`config.mk`:
```
export PLATFORM = sky130hd
export DESIGN_NAME = rtvc_front
export DESIGN_NICKNAME = d
export VERILOG_FILES = /design/src/rtl/rtvc_pkg.sv /design/src/rtl/rtvc_front.sv
export SDC_FILE = /design/constraint.sdc
export NUM_CORES = 1
export LEC_CHECK = 0
export BUFFER_PORTS_ARGS = -buffer_cell sky130_fd_sc_hd__buf_2
export CORE_MARGIN = 8
export CORE_UTILIZATION = 30
export DETAILED_ROUTE_END_ITERATION = 6
export PLACE_DENSITY_LB_ADDON = 0.15
export SYNTH_ARGS = -nofsm -noshare
export SYNTH_HDL_FRONTEND = slang
export SYNTH_SLANG_ARGS = --single-unit
```
`constraint.sdc`:
```
create_clock -name clk_i -period 7 [get_ports clk_i]
set_clock_uncertainty 0.05 [all_clocks]
set_input_delay 0.35 -clock clk_i [delete_from_list [all_inputs] [get_ports clk_i]]
set_output_delay 0.35 -clock clk_i [all_outputs]
set_load 0.03 [all_outputs]
```
`src/rtl/rtvc_pkg.sv`:
```
package rtvc_pkg;

  localparam int LogDepth = 1024;
  localparam int IdxW = $clog2(LogDepth);
  localparam int CntW = IdxW + 1;
  localparam int MaxPeers = 4;
  localparam int NumMatch = 4;
  localparam int PeerLim = (MaxPeers < NumMatch) ? MaxPeers : NumMatch;
  localparam int QDepth = 2;

  typedef enum logic [2:0] {
    CMD_APPEND    = 3'd0,
    CMD_CANDIDATE = 3'd1,
    CMD_LEADER    = 3'd2,
    CMD_FOLLOWER  = 3'd3,
    CMD_VOTE      = 3'd4,
    CMD_ADVANCE   = 3'd5,
    CMD_MAJORITY  = 3'd6,
    CMD_BAD       = 3'd7
  } cmd_e;

  typedef enum logic [1:0] {
    ROLE_FOLLOWER  = 2'd0,
    ROLE_CANDIDATE = 2'd1,
    ROLE_LEADER    = 2'd2
  } role_e;

  typedef enum logic [1:0] {
    CFG_SELF_ID = 2'd0,
    CFG_CLUSTER = 2'd1,
    CFG_PEERS   = 2'd2
  } cfg_e;

  typedef enum logic [2:0] {
    ST_IDLE,
    ST_LAST_RD,
    ST_LAST_WAIT,
    ST_WALK_RD,
    ST_WALK_CHK,
    ST_OUT
  } state_e;

  // One classified command as it travels from front to back.
  typedef struct packed {
    cmd_e               cmd;
    logic [31:0]        req_term;
    logic [15:0]        req_node_id;
    logic [CntW-1:0]    cand_last_index;
    logic [31:0]        cand_last_term;
    logic [CntW-1:0]    commit_target;
    logic [NumMatch-1:0][CntW-1:0] match;
  } item_t;

endpackage

```
`src/rtl/rtvc_front.sv`:
```
module rtvc_front
  import rtvc_pkg::*;
(
  input  logic            clk_i,
  input  logic            rst_ni,
  input  logic            in_valid_i,
  output logic            in_stall_o,
  input  item_t           in_item_i,
  output logic            q_valid_o,
  input  logic            q_pop_i,
  output item_t           q_item_o
);

  localparam int PtrW = $clog2(QDepth);

  item_t            mem_q [QDepth];
  logic [PtrW-1:0]  wr_q, wr_d, rd_q, rd_d;
  logic [PtrW:0]    cnt_q, cnt_d;
  logic             push;
  item_t            cls;

  assign in_stall_o = (cnt_q == (PtrW+1)'(QDepth));
  assign push       = in_valid_i && !in_stall_o;
  assign q_valid_o  = (cnt_q != '0);
  assign q_item_o   = mem_q[rd_q];

  // Unknown command codes collapse onto one reject code.
  always_comb begin
    cls = in_item_i;
    if (in_item_i.cmd > CMD_MAJORITY) begin
      cls.cmd = CMD_BAD;
    end
  end

  always_comb begin
    wr_d  = push ? PtrW'(wr_q + 1'b1) : wr_q;
    rd_d  = (q_pop_i && q_valid_o) ? PtrW'(rd_q + 1'b1) : rd_q;
    cnt_d = cnt_q + (PtrW+1)'(push) - (PtrW+1)'(q_pop_i && q_valid_o);
  end

  always_ff @(posedge clk_i or negedge rst_ni) begin
    if (!rst_ni) begin
      wr_q  <= '0;
      rd_q  <= '0;
      cnt_q <= '0;
    end else begin
      wr_q  <= wr_d;
      rd_q  <= rd_d;
      cnt_q <= cnt_d;
    end
  end

  always_ff @(posedge clk_i) begin
    if (push) begin
      mem_q[wr_q] <= cls;
    end
  end

endmodule

```
==> impl_metrics.tcl <==
set metrics [dict create \
    run_status "finished clean" \
    slew_headroom 0.322 \
    layout-area-overhead-vs-synth_pct 40.1 \
    die_w_um 211 \
    main_combinational_cell_family_by_area_after_synthesis "multiplexers" \
    cts_root_buffer "clkbuf_16" \
    ys_top_cells_by_area "edfxtp_1 79%, mux2_4 13%, mux2_2 4.8%" \
    comb_pwr_share 0.377 \
    final_area_sq_um 15900 \
    critical_path.cell_chain "buf_12 > mux2_4 > buf_2" \
    routed_wirelength_um 26100 \
    synth-compound-area-share 0 \
    layout.nets 1114 \
    clkPwrFrac 0.239 \
    grt_pass1_vias 6793 \
    report.final.slew_viol_count 0 \
    timing.critical_path.to_type "output port" \
    worst_slew_pin_slew_ns 1.02 \
    min-delay-path-class "in2async" \
    initialDrtViolationCount 223 \
    max_cap_violations 0 \
    count_of_flip_flops_with_a_built_in_enable_after_synthesis 298 \
    design_power_total_mw 6.80 \
    globalRouteMet2Util 0.179 \
    final_layout_setup_total_negative_slack_ns 0 \
    worst_setup_slack_post_dpl_ns 4.35 \
    cts-htree-levels 2 \
    routabilityCongestion 0.696 \
    clk_pin_slew_ns 0.05 \
    cp_data_arrival_time_ns 2.70 \
    required_time_of_the_critical_path_ns 6.60 \
    timing.final.setup_violations 0 \
    antenna_diode_count 0 \
    detail_route.wl_per_cell_um 17.5 \
    setup_repair_after_global_routing_missed_its_margin "false" \
    synth_top_cell_by_area "edfxtp_1" \
    tritoncts_clock_tree "done" \
    post_route_cells_drive_above_1_share 0.511 \
    start_util 0.303 \
    globalRouteOverflowTotal 0 \
    leakage_nw 6.22 \
    synth_simple_gate_area_share 0.00286 \
    critical_path.max_fanout 119 \
    synth.yosys.seq_area_share 0.795 \
    synth_warnings 0 \
    sw_power_mw 2.40 \
    postCtsResizedCells 0 \
    count_leader_synth "edfxtp_1" \
    ys_async_sr_fraction 0.0132 \
    synthDominantCellAreaShare 0.787 \
    yosys-top-cells-count "298 x edfxtp_1, 100 x mux2_4, 49 x mux2_2, 11 x buf_6, 5 x buf_2" \
    cts_bufs_inserted 35 \
    period_needed_ns 3.10 \
    detail_route.drc_violations 0 \
    ant_nets 0 \
    syn_area_per_cell_sq_um 23.5 \
    p_int_mw 4.40 \
    ys_types 18 \
    globalRouteMet1Util 0.136 \
    yosys_register_bits 302 \
    pwr-share-seq 0.384 \
    timing.fmax_mhz 322 \
    port_buffers 303 \
    synthMuxAreaShare 0.180 \
    postSynth.topFlopCell "edfxtp_1" \
    cellPowerDensity_nw_per_um2 426 \
    post_synth_instance_area_sq_um 11400 \
    period_share 0.443 \
    layout_utilization 0.425 \
    critical-path-slowest-cell "dfrtp_4" \
    cts.sink_count 302 \
    floorplan.die.height_um 211 \
    ctsLongestPathBuffers 3 \
    antenna_found_initial 1 \
    pin_count 304 \
    synthAdderAreaFrac 0.00220 \
    share_of_the_synthesized_netlist_area_taken_by_xor_and_xnor_gates 0.00308 \
    die_area_sq_um 44400 \
    netlist_instances 485 \
    finalHoldViolations 0 \
    grtUsageMet3 0.0519 \
    post_dp_cell_area_sq_um 13400 \
    core_region_area_sq_um 37500 \
    critical_path_launch_point_type "register" \
    cp_slowest_stage_delay_ns 0.78 \
    placementRows 71 \
    grtUsageTotal 0.114 \
    clk-insertion-delay-late_ns 0.51 \
    postLayoutSetupSlackWorst_ns 3.90 \
    grt_busiest_layer "met2" \
    drt_first_pass_iters 4 \
    postSynthNetCount 640 \
    place.detailed.hpwl_um 16400 \
    power.switching_fraction 0.353 \
    worstSetupPathType "reg2out" \
    routed_via_density 4.10 \
    via_count 6117 \
    maximum_number_of_pins_on_one_net_before_global_route_repair 133 \
    grt_first_pass_wirelength_um 39200 \
    ir_worst_vdd_mv 0.283 \
]
-- layer usage --
metal  vias up  wire, um
met5         -        13
met4         2       565
met3        38      2500
met2       211     12000
met1      2994     11100
li1       2872         -
-- kinds of logic (layout without fill, tap and decap cells) --
kind of cell	count (synthesis)	in the layout
and+or+nand+nor	6	6
buffers and inverters	22	517
muxes	149	149
xor gates and xnor gates	4	4
DFF	302	302
adders and majority gates	2	2
-- worst paths after layout --
kind | slack, ns | cells after the start | from | endpoint
hold / removal | 0.13 | 2 | rst_ni | wr_q$_DFFE_PN0P_
setup / recovery | 3.90 | 3 | rd_q$_DFFE_PN0P_ | q_item_o[94]
setup reg to reg | 4.59 | 4 | cnt_q[1]$_DFF_PN0_ | mem_q[0][102]$_DFFE_PP_
hold reg to reg | 0.45 | 1 | cnt_q[1]$_DFF_PN0_ | cnt_q[1]$_DFF_PN0_
max in group asynchronous | 6.62 | 2 | rst_ni | rd_q$_DFFE_PN0P_
min in group clk_i | 0.13 | 3 | q_pop_i | rd_q$_DFFE_PN0P_
-- per-stage QoR --
stage                     instances  hold WS [ns]
after floorplan                 485       0.00441
after global placement         1283         0.119
after detailed placement       1283         0.122
after CTS                      1491        0.0804
after global routing           1491         0.105
final                          1491         0.127
-- timing repair --
action / 4_1_cts / 5_1_grt
endpoints found under the hold margin: 302 / 0
buffers inserted: 0 / 0
hold buffers: 150 / 0
-- final cells by class --
class,count,area [sq um]
multi-input cells,161,2160
repair buffers,457,3070
inverters,2,7.51
clock buffers,44,952
well taps,511,639
flip-flops and latches,302,9050
clock inverters,14,61.3
fillers,3455,21500
-- cell usage in the layout, fill, tap and decap left out --
cell type      count
dlygate4sd3_1    150
inv_1              2
and2_1             1
or2_2              1
nand2_1            1
mux2_4           100
and3_4             1
clkinv_4           1
edfxtp_1         298
ha_1               2
buf_2            303
xor2_1             1
nand2b_1           1
clkbuf_1           7
buf_4              2
clkbuf_16         37
dfrtp_4            1
clkinv_1          10
dfrtp_1            3
xnor2_1            3
clkinv_2           3
mux2_2            49
buf_12             2
nor2_4             1
-- power by group through the flow --
| stage | registers [mW] | logic [mW] | clock network [mW] |
|---|---|---|---|
| 2_1_floorplan | 2.64 | 1.94 | 0 |
| 3_3_place_gp | 2.65 | 2.56 | 0 |
| 3_5_place_dp | 2.65 | 2.56 | 0 |
| 4_1_cts | 2.62 | 2.63 | 1.69 |
| 5_1_grt | 2.65 | 2.73 | 1.75 |
| 6_report | 2.61 | 2.56 | 1.62 |
-- state kept, by name (all words and copies together), names as in the netlist --
register  flops
mem_q       298
cnt_q         2
rd_q          1
wr_q          1
-- critical path, delay by kind of cell (launching register included) --
family	cells	cell delay [ns]
buf+inv	2	0.89
flops	1	0.78
mux	1	0.36
No activity file was read; power rests on OpenSTA's default activity.
